File: config.mk
export PLATFORM = sky130hd
export DESIGN_NAME = cpu_alu_with_flags_top
export DESIGN_NICKNAME = d
export VERILOG_FILES = /design/src/design/calu_pkg.sv /design/src/design/cpu_alu_with_flags_top.sv
export VERILOG_INCLUDE_DIRS = /design/src /design/src/design
export SDC_FILE = /design/constraint.sdc
export NUM_CORES = 1
export LEC_CHECK = 0
export BUFFER_PORTS_ARGS = -buffer_cell sky130_fd_sc_hd__buf_2
export CAP_MARGIN = 25
export CORE_MARGIN = 2
export CORE_UTILIZATION = 30
export CTS_BUF_LIST = sky130_fd_sc_hd__clkbuf_4
export CTS_CLUSTER_SIZE = 10
export DETAILED_ROUTE_END_ITERATION = 6
export PLACE_DENSITY = 0.46
export SYNTH_ARGS = -nofsm -noshare
export SYNTH_HDL_FRONTEND = slang
export SYNTH_SLANG_ARGS = --single-unit
File: constraint.sdc
create_clock -name clk -period 8.6 [get_ports clk]
set_input_delay 1.29 -clock clk [delete_from_list [all_inputs] [get_ports clk]]
set_output_delay 1.29 -clock clk [all_outputs]
set_load 0.05 [all_outputs]
File: src/design/assert_macros.svh
// ----------------------------------------------------------------------------
// Assertion macros
// Shared concurrent assertion forms, clocked on clk, disabled in reset.
// ----------------------------------------------------------------------------
`ifndef ASSERT_MACROS_SVH
`define ASSERT_MACROS_SVH

// condition holds in the same cycle as the trigger
`define CALU_ASSERT_NOW(lbl, ante, cons, msg) \
    lbl: assert property (@(posedge clk) disable iff (!rst_n) (ante) |-> (cons)) \
        else $error(msg);

// condition holds in the cycle after the trigger
`define CALU_ASSERT_NEXT(lbl, ante, cons, msg) \
    lbl: assert property (@(posedge clk) disable iff (!rst_n) (ante) |=> (cons)) \
        else $error(msg);

`endif

File: src/design/calu_pkg.sv
// ----------------------------------------------------------------------------
// calu_pkg
// Opcodes, word types and flag helpers for the 8/16-bit ALU with flags.
// ----------------------------------------------------------------------------
`timescale 1ns / 1ps
`default_nettype none

package calu_pkg;

    typedef enum logic [4:0] {
        OP_ADD  = 5'd0,
        OP_ADC  = 5'd1,
        OP_SUB  = 5'd2,
        OP_SBC  = 5'd3,
        OP_CP   = 5'd4,
        OP_AND  = 5'd5,
        OP_OR   = 5'd6,
        OP_XOR  = 5'd7,
        OP_INC  = 5'd8,
        OP_DEC  = 5'd9,
        OP_RLC  = 5'd10,
        OP_RRC  = 5'd11,
        OP_RL   = 5'd12,
        OP_RR   = 5'd13,
        OP_SLA  = 5'd14,
        OP_SRA  = 5'd15,
        OP_SLL  = 5'd16,
        OP_SRL  = 5'd17,
        OP_BIT  = 5'd18,
        OP_SET  = 5'd19,
        OP_RES  = 5'd20,
        OP_ADDW = 5'd21,
        OP_ADCW = 5'd22,
        OP_SBCW = 5'd23
    } calu_op_t;

    localparam int unsigned FLAG_S = 7;
    localparam int unsigned FLAG_Z = 6;
    localparam int unsigned FLAG_H = 4;
    localparam int unsigned FLAG_V = 2;
    localparam int unsigned FLAG_N = 1;
    localparam int unsigned FLAG_C = 0;

    typedef struct packed {
        logic [4:0]  opcode;
        logic [7:0]  acc_in;
        logic [7:0]  operand_byte;
        logic [7:0]  flags_in;
        logic [15:0] word_left;
        logic [15:0] word_right;
        logic [2:0]  bit_index;
    } calu_in_t;

    typedef struct packed {
        logic [7:0]  byte_result;
        logic [15:0] word_result;
        logic [7:0]  flags_out;
    } calu_out_t;

    function automatic logic [7:0] flags_pack(
        input logic s,
        input logic z,
        input logic h,
        input logic v,
        input logic n,
        input logic c
    );
        logic [7:0] f;
        f = 8'h00;
        f[FLAG_S] = s;
        f[FLAG_Z] = z;
        f[FLAG_H] = h;
        f[FLAG_V] = v;
        f[FLAG_N] = n;
        f[FLAG_C] = c;
        return f;
    endfunction

    // S, Z and even parity on P/V, N cleared, with H and C supplied
    function automatic logic [7:0] flags_logic(
        input logic [7:0] v,
        input logic       h,
        input logic       c
    );
        return flags_pack(v[7], v == 8'h00, h, ~(^v), 1'b0, c);
    endfunction

endpackage

`default_nettype wire

File: src/design/cpu_alu_with_flags_top.sv
// ----------------------------------------------------------------------------
// cpu_alu_with_flags_top
// Z80-style 8/16-bit ALU with flag generation, one operation per word.
// ----------------------------------------------------------------------------
// Usage:
//   Command channel: a word on cmd is taken at each rising edge with start
//   high and busy low. busy is held low, so a new word may be issued every
//   cycle.
//   Result channel: done is high for exactly one cycle while result carries
//   byte_result, word_result and flags_out for that word. The receiver must
//   take it in that cycle; it cannot stall the unit.
//   Path: an accepted word is held in the input register, then in the result
//   register, which is loaded together with done.
//   Throughput: one word per cycle; the path between the two registers is
//   one 17-bit add or subtract plus flag logic and a result select.
//   Results come out in command order.
//   Reset (rst_n low, asynchronous) drops any word in flight; done is low
//   until the first word after reset has passed both registers.
//   Unused opcodes return acc_in, word_left and flags_in unchanged.
// ----------------------------------------------------------------------------
`timescale 1ns / 1ps
`default_nettype none

module cpu_alu_with_flags_top (
    input  wire logic               clk,
    input  wire logic               rst_n,
    input  wire logic               start,
    output logic                    busy,
    input  wire calu_pkg::calu_in_t cmd,
    output logic                    done,
    output calu_pkg::calu_out_t     result
);

    logic                valid_reg;
    calu_pkg::calu_in_t  cmd_reg;
    logic                done_reg;
    calu_pkg::calu_out_t result_reg;
    calu_pkg::calu_out_t result_next;

    logic        accept;
    logic        cin;
    logic        cy8;
    logic        cyw;
    logic [7:0]  a;
    logic [7:0]  r;
    logic [7:0]  f;
    logic [15:0] wl;
    logic [15:0] wr;
    logic [7:0]  mask;
    logic [8:0]  sum9;
    logic [8:0]  dif9;
    logic [16:0] sum17;
    logic [16:0] dif17;
    logic [7:0]  inc8;
    logic [7:0]  dec8;
    logic [7:0]  sh8;
    logic        sh_c;
    logic [7:0]  bit8;

    assign busy   = 1'b0;
    assign accept = start && !busy;

    always_ff @(posedge clk or negedge rst_n)
    begin
        if (!rst_n)
        begin
            valid_reg <= 1'b0;
            done_reg  <= 1'b0;
        end
        else
        begin
            valid_reg <= accept;
            done_reg  <= valid_reg;
        end
    end

    always_ff @(posedge clk)
    begin
        if (accept)
        begin
            cmd_reg <= cmd;
        end
        if (valid_reg)
        begin
            result_reg <= result_next;
        end
    end

    assign a    = cmd_reg.acc_in;
    assign r    = cmd_reg.operand_byte;
    assign f    = cmd_reg.flags_in;
    assign wl   = cmd_reg.word_left;
    assign wr   = cmd_reg.word_right;
    assign cin  = f[calu_pkg::FLAG_C];
    assign mask = 8'b1 << cmd_reg.bit_index;
    assign bit8 = r & mask;

    assign cy8 = ((cmd_reg.opcode == calu_pkg::OP_ADC) || (cmd_reg.opcode == calu_pkg::OP_SBC))
                 ? cin : 1'b0;
    assign cyw = (cmd_reg.opcode == calu_pkg::OP_ADDW) ? 1'b0 : cin;

    assign sum9  = {1'b0, a} + {1'b0, r} + {8'h00, cy8};
    assign dif9  = {1'b0, a} - {1'b0, r} - {8'h00, cy8};
    assign sum17 = {1'b0, wl} + {1'b0, wr} + {16'h0000, cyw};
    assign dif17 = {1'b0, wl} - {1'b0, wr} - {16'h0000, cin};
    assign inc8  = r + 8'h01;
    assign dec8  = r - 8'h01;

    always_comb
    begin
        sh8  = r;
        sh_c = 1'b0;
        case (cmd_reg.opcode)
            calu_pkg::OP_RLC: begin sh8 = {r[6:0], r[7]};  sh_c = r[7]; end
            calu_pkg::OP_RRC: begin sh8 = {r[0], r[7:1]};  sh_c = r[0]; end
            calu_pkg::OP_RL:  begin sh8 = {r[6:0], cin};   sh_c = r[7]; end
            calu_pkg::OP_RR:  begin sh8 = {cin, r[7:1]};   sh_c = r[0]; end
            calu_pkg::OP_SLA: begin sh8 = {r[6:0], 1'b0};  sh_c = r[7]; end
            calu_pkg::OP_SRA: begin sh8 = {r[7], r[7:1]};  sh_c = r[0]; end
            calu_pkg::OP_SLL: begin sh8 = {r[6:0], 1'b1};  sh_c = r[7]; end
            calu_pkg::OP_SRL: begin sh8 = {1'b0, r[7:1]};  sh_c = r[0]; end
            default:          begin sh8 = r;               sh_c = 1'b0; end
        endcase
    end

    always_comb
    begin
        result_next.byte_result = a;
        result_next.word_result = wl;
        result_next.flags_out   = f;
        case (cmd_reg.opcode)
            calu_pkg::OP_ADD, calu_pkg::OP_ADC:
            begin
                result_next.byte_result = sum9[7:0];
                result_next.flags_out = calu_pkg::flags_pack(
                    sum9[7], sum9[7:0] == 8'h00, a[4] ^ r[4] ^ sum9[4],
                    ~(a[7] ^ r[7]) & (r[7] ^ sum9[7]), 1'b0, sum9[8]);
            end
            calu_pkg::OP_SUB, calu_pkg::OP_SBC, calu_pkg::OP_CP:
            begin
                if (cmd_reg.opcode != calu_pkg::OP_CP)
                begin
                    result_next.byte_result = dif9[7:0];
                end
                result_next.flags_out = calu_pkg::flags_pack(
                    dif9[7], dif9[7:0] == 8'h00, a[4] ^ r[4] ^ dif9[4],
                    (a[7] ^ r[7]) & (a[7] ^ dif9[7]), 1'b1, dif9[8]);
            end
            calu_pkg::OP_AND:
            begin
                result_next.byte_result = a & r;
                result_next.flags_out   = calu_pkg::flags_logic(a & r, 1'b1, 1'b0);
            end
            calu_pkg::OP_OR:
            begin
                result_next.byte_result = a | r;
                result_next.flags_out   = calu_pkg::flags_logic(a | r, 1'b0, 1'b0);
            end
            calu_pkg::OP_XOR:
            begin
                result_next.byte_result = a ^ r;
                result_next.flags_out   = calu_pkg::flags_logic(a ^ r, 1'b0, 1'b0);
            end
            calu_pkg::OP_INC:
            begin
                result_next.byte_result = inc8;
                result_next.flags_out = calu_pkg::flags_pack(
                    inc8[7], inc8 == 8'h00, inc8[3:0] == 4'h0,
                    inc8 == 8'h80, 1'b0, cin);
            end
            calu_pkg::OP_DEC:
            begin
                result_next.byte_result = dec8;
                result_next.flags_out = calu_pkg::flags_pack(
                    dec8[7], dec8 == 8'h00, dec8[3:0] == 4'hF,
                    dec8 == 8'h7F, 1'b1, cin);
            end
            calu_pkg::OP_RLC, calu_pkg::OP_RRC, calu_pkg::OP_RL, calu_pkg::OP_RR,
            calu_pkg::OP_SLA, calu_pkg::OP_SRA, calu_pkg::OP_SLL, calu_pkg::OP_SRL:
            begin
                result_next.byte_result = sh8;
                result_next.flags_out   = calu_pkg::flags_logic(sh8, 1'b0, sh_c);
            end
            calu_pkg::OP_BIT:
            begin
                result_next.flags_out = calu_pkg::flags_logic(bit8, 1'b1, cin);
            end
            calu_pkg::OP_SET:
            begin
                result_next.byte_result = r | mask;
            end
            calu_pkg::OP_RES:
            begin
                result_next.byte_result = r & ~mask;
            end
            calu_pkg::OP_ADDW:
            begin
                result_next.word_result = sum17[15:0];
                result_next.flags_out   = f;
                result_next.flags_out[calu_pkg::FLAG_H] = wl[12] ^ wr[12] ^ sum17[12];
                result_next.flags_out[calu_pkg::FLAG_N] = 1'b0;
                result_next.flags_out[calu_pkg::FLAG_C] = sum17[16];
            end
            calu_pkg::OP_ADCW:
            begin
                result_next.word_result = sum17[15:0];
                result_next.flags_out = calu_pkg::flags_pack(
                    sum17[15], sum17[15:0] == 16'h0000, wl[12] ^ wr[12] ^ sum17[12],
                    ~(wl[15] ^ wr[15]) & (wr[15] ^ sum17[15]), 1'b0, sum17[16]);
            end
            calu_pkg::OP_SBCW:
            begin
                result_next.word_result = dif17[15:0];
                result_next.flags_out = calu_pkg::flags_pack(
                    dif17[15], dif17[15:0] == 16'h0000, wl[12] ^ wr[12] ^ dif17[12],
                    (wl[15] ^ wr[15]) & (wl[15] ^ dif17[15]), 1'b1, dif17[16]);
            end
            default:
            begin
                result_next.byte_result = a;
                result_next.word_result = wl;
                result_next.flags_out   = f;
            end
        endcase
    end

    assign done   = done_reg;
    assign result = result_reg;

`include "assert_macros.svh"

    `CALU_ASSERT_NEXT(a_accept_loads, accept, valid_reg,
        "accepted word did not reach the input register")
    `CALU_ASSERT_NEXT(a_stage_to_done, valid_reg, done,
        "registered word did not produce a result strobe")
    `CALU_ASSERT_NOW(a_done_has_source, done, $past(accept, 2),
        "result strobe without a matching command")
    `CALU_ASSERT_NEXT(a_bitop_keeps_flags,
        valid_reg && ((cmd_reg.opcode == calu_pkg::OP_SET) ||
                      (cmd_reg.opcode == calu_pkg::OP_RES)),
        result.flags_out == $past(cmd_reg.flags_in),
        "set/res changed the flags")
    `CALU_ASSERT_NEXT(a_cp_keeps_acc,
        valid_reg && (cmd_reg.opcode == calu_pkg::OP_CP),
        result.byte_result == $past(cmd_reg.acc_in),
        "compare changed the accumulator")

endmodule

`default_nettype wire
-- After elaboration in Yosys (flattened, before gate mapping)
Index checks and enable logic that the tools add are counted.
Widths: inputs -> output; s select.
- add/subtract/negate cells: 10
- eq/ne operators: 27
- shift-type cells: 1
- muxes and demuxes: 8
- bitwise logic cells: 30
- reductions and logical operators: 25
- operators with widths (cell ; number):
    $pmux 8 s12 ; 1
    $pmux 8 s10 ; 1
    $logic_not 8->1 ; 9
    $pmux 8 s8 ; 1
    $eq 5x4->1 const B ; 8
    $eq 5x5->1 const B ; 8
    $reduce_xor 8->1 ; 5
    $logic_not 16->1 ; 2
    $pmux 16 s2 ; 1
    $and 8x8->8 ; 3
    $eq 5x3->1 const B ; 4
    $add 16x16->17 ; 1
    $add 17x1->17 ; 1
    $sub 16x16->17 ; 1
    $sub 17x1->17 ; 1
    $or 8x8->8 ; 2
    $xor 1x1->1 ; 12
    $eq 5x2->1 const B ; 2
    $add 8x8->9 ; 1
    $add 9x1->9 ; 1
    $sub 8x8->9 ; 1
    $sub 9x1->9 ; 1
    $add 8x1->8 const B ; 1
    $eq 8x7->1 const B ; 1
    other kinds (20) ; 32
- bits in registers: 98
- bits of input ports: 67
- output and inout port bits: 34
- word-level logic and storage cells: 113

-- Logic depth before layout (Yosys ltp)
- depth after elaboration: 7
- gate-level depth with buffers: 18
- depth with buffers taken out: 16

-- Worst setup path after synthesis
Ideal clock, no wire load.
- kind: register -> register
- start: register cmd_reg[63] (netlist bit)
- end: register result_reg (netlist bit result[2]), data pin
- data arrival time: 3.587 ns
- required time: 8.339 ns
- setup slack: 4.752 ns
- cell stages (with the launch flop): 18
- path buffers: 2
- path through: edfxtp_1 -> clkbuf_1 -> or2_2 -> clkbuf_1 -> or4_1 -> inv_1 -> fa_1 -> inv_1 -> ha_1 -> o21ai_0 -> a211oi_1 -> a21o_1 -> a21oi_1 -> xnor2_1 -> xnor2_1 -> nand3_1 -> nand3_1 -> o32a_1
- RTL lines (element ; RTL line ; source):
    from (decl) ; cpu_alu_with_flags_top.sv:35 ; calu_pkg::calu_in_t cmd_reg;
    from (signal assigned) ; cpu_alu_with_flags_top.sv:81 ; cmd_reg <= cmd;
    to (signal assigned) ; cpu_alu_with_flags_top.sv:85 ; result_reg <= result_next;
    to (decl) ; cpu_alu_with_flags_top.sv:37 ; calu_pkg::calu_out_t result_reg;

==> out/metrics.yaml <==
run_status:
  status: "completed"
global_routing:
  grt_max_degree: 66
  grt_pass1_wl_um: 40800
  antenna_found_initial: 2
  grt_use_total: 0.185
  grt_pass1_vias: 6975
  grt_overflow_total: 0
timing:
  rsz0062_at_grt: "no"
  clock_skew_ns: 0.0296
  finalHoldViolations: 0
  finalCritPeriodShare: 0.542
  setup_violations: 0
  max-slew-margin-rel: 0.321
  fin_setup_tns_ns: 0
  worstMarginPinSlew_ns: 1.01
  fmax_mhz: 214
  slew_viol_final: 0
  period_needed_ns: 4.67
route:
  routed_via_density: 5.29
  first_pass_iters: 5
  drt_iter0_drc: 698
  post_drt_wl_per_cell_um: 19.6
  drc: 0
  num_vias: 7342
  antenna_left: 0
  routed_wl_um: 27200
die:
  core-area_mm2: 0.0278
  dieWidth_um: 172
  dieArea_mm2: 0.0296
  num_rows: 61
  ioPinCount: 101
  die_h_um: 172
  initial_core_util: 0.305
clocking:
  ctsResizeCount: 0
  h-tree-depth: 3
  clockRootBuffer: "clkbuf_4"
  cts_buffers: 9
  ctsLongestPathBuffers: 2
  post-cts-setup-buffers: 0
  cts_hold_buf: 0
  cts_tree: "yes"
  clk_latency_ns: 0.53
  clkSinkCount: 98
  clk_pin_slew_ns: 0.17
power_and_ir_drop:
  cellPowerDensity_mw_per_mm2: 171
  p_leak_nw: 3.91
  ir_drop_mv: 0.0703
  power_w: 0.00162
final_layout:
  syn2layout_area_growth_pct: 12.1
  drive_gt1_frac: 0.140
  largest_register_ffs: 32
  fill_cells: 2949
  fin_nets: 1182
  postLayoutCoreUtil: 0.342
  stdcell_count: 1388
setup_path:
  cp.required_ns: 8.99
  path_class: "flop to flop"
  cp_data_arrival_time_ns: 5.06
  worst_setup_path_end_kind: "flop"
  crit_path_max_fanout: 17
  worstPathCellList: "nor2b_1 > and2_0 > nand2_1 > nand2_1 > fa_1 > inv_1 > fa_1 > nor2b_1 > o221ai_1 > a311oi_1 > o21ai_1 > o31ai_1 > xnor2_1 > nand3_1 > or4_1 > a21oi_1"
  max_stage_delay_ns: 0.75
  critPathSlowestCell: "edfxtp_1"
  start_kind: "flop"
job:
  drv_cap: 0
yosys:
  ys.flop_type: "edfxtp_1"
  syn_area_per_cell_um2: 9.23
  ys_seq_elements: 98
  synth_nets: 1097
  seq_area_frac_synth: 0.346
  synth_commonest_cells: "103 x ha_1, 99 x inv_1, 96 x edfxtp_1, 75 x nor2_1, 73 x nand2_1"
  netlist-cell-type-count: 78
  syn_inst: 919
  synth_top_area_frac: 0.340
  synth_edf_count: 96
  yosysWarningCount: 0
  yosys.area.top_type: "edfxtp_1"
  synth_async_sr_flop_share: 0.0204
  yosysMostFrequentCell: "ha_1"
  netlist_area_mm2: 0.00848
  yosys-top-cells-area: "edfxtp_1 34%, ha_1 15%, xnor2_1 5.5%, inv_1 4.4%, a21oi_1 3.4%"
placed_design:
  port_buffers: 99
  dp.cells: 1371
  place_hpwl_um: 21100
  place_congestion: 0.893
min_path:
  hp-class: "input pin to asynchronous set/reset pin"
-- worst max-delay path: cells and delay by family (launching register included) --
kind | cells | cell delay, ns
adder cells (fa/ha/maj) | 2 | 0.63
AO/OA/AOI/OAI | 5 | 1.41
XOR/XNOR | 1 | 0.20
buffers and inverters | 1 | 0.08
AND/OR/NAND/NOR | 7 | 1.47
flip-flops | 1 | 0.75
-- per-layer routing --
layer	vias to the layer above	GRT usage	share of wire
met5	-	0	0
met4	0	0.0669	0.025
met3	38	0.0325	0.068
met2	255	0.280	0.43
met1	3541	0.264	0.47
li1	3508	-	-
-- layout by cell type (no fill, tap or decap), types with 8 or more instances in the layout --
| cell type | instances |
|---|---|
| a21oi_1 | 56 |
| nor2b_1 | 12 |
| mux2i_1 | 10 |
| o211ai_1 | 8 |
| o22ai_1 | 8 |
| fa_1 | 8 |
| edfxtp_1 | 96 |
| xor2_1 | 16 |
| buf_2 | 100 |
| nor2_1 | 75 |
| a31oi_1 | 8 |
| nand3_1 | 18 |
| xnor2_1 | 53 |
| clkbuf_4 | 10 |
| ha_1 | 103 |
| o221ai_1 | 14 |
| buf_4 | 11 |
| a22oi_1 | 11 |
| o21ai_0 | 43 |
| nand2_1 | 73 |
| a221oi_1 | 16 |
| inv_1 | 99 |
| nor3_1 | 33 |
-- cells by family (layout without fill, tap and decap cells) --
group                    count (synthesis)  after routing  share of synthesized area
AO/OA/AOI/OAI                          223            223                      0.180
XOR/XNOR                                69             69                     0.0712
adder cells (fa/ha/maj)                111            111                      0.171
buffers and inverters                  137            226                     0.0618
flip-flops                              98             98                      0.346
multiplexers                            12             12                     0.0145
other                                    1              3                   0.000442
AND/OR/NAND/NOR                        268            268                      0.156
-- path summary, 6_finish.rpt --
path                              from   endpoint  cells past startpoint  slack (ns)
setup / recovery           cmd_reg[60]  result[6]                     16        3.93
hold / removal                   rst_n       done                      1        0.52
setup reg to reg           cmd_reg[60]  result[6]                     16        3.93
hold reg to reg              valid_reg  result[3]                      0        0.54
max in group asynchronous        rst_n  valid_reg                      1        7.98
min in group clk             valid_reg  result[3]                      0        0.54
-- through the flow --
stage | worst slack, ns | hold WS (ns) | cell area [um^2]
after floorplan | 4.75 | 0.516 | 8480
after global placement | 4.14 | 0.502 | 9390
after detailed placement | 4.01 | 0.503 | 9390
after CTS | 3.99 | 0.476 | 9500
after global routing | 3.65 | 0.476 | 9500
final | 3.93 | 0.525 | 9500
-- cell type report --
type                    instances  area (um^2)  share of cell area
clock buffers                  10         75.1             0.00790
multi-input cells             684         5030               0.529
inverters                     100          375              0.0395
well taps                     378          473              0.0498
flip-flops and latches         98         2930               0.309
diodes                          2         5.00            0.000527
repair buffers                111          583              0.0613
clock inverters                 5         31.3             0.00329
-- power by group --
part           total [W]  internal (W)  leakage (nW)  switching (W)
clock           0.000235     0.0000602        0.0540       0.000175
combinational   0.000763      0.000277          2.89       0.000486
sequential      0.000625      0.000582         0.962      0.0000428
Note: power is estimated with default switching activity, not from simulation.
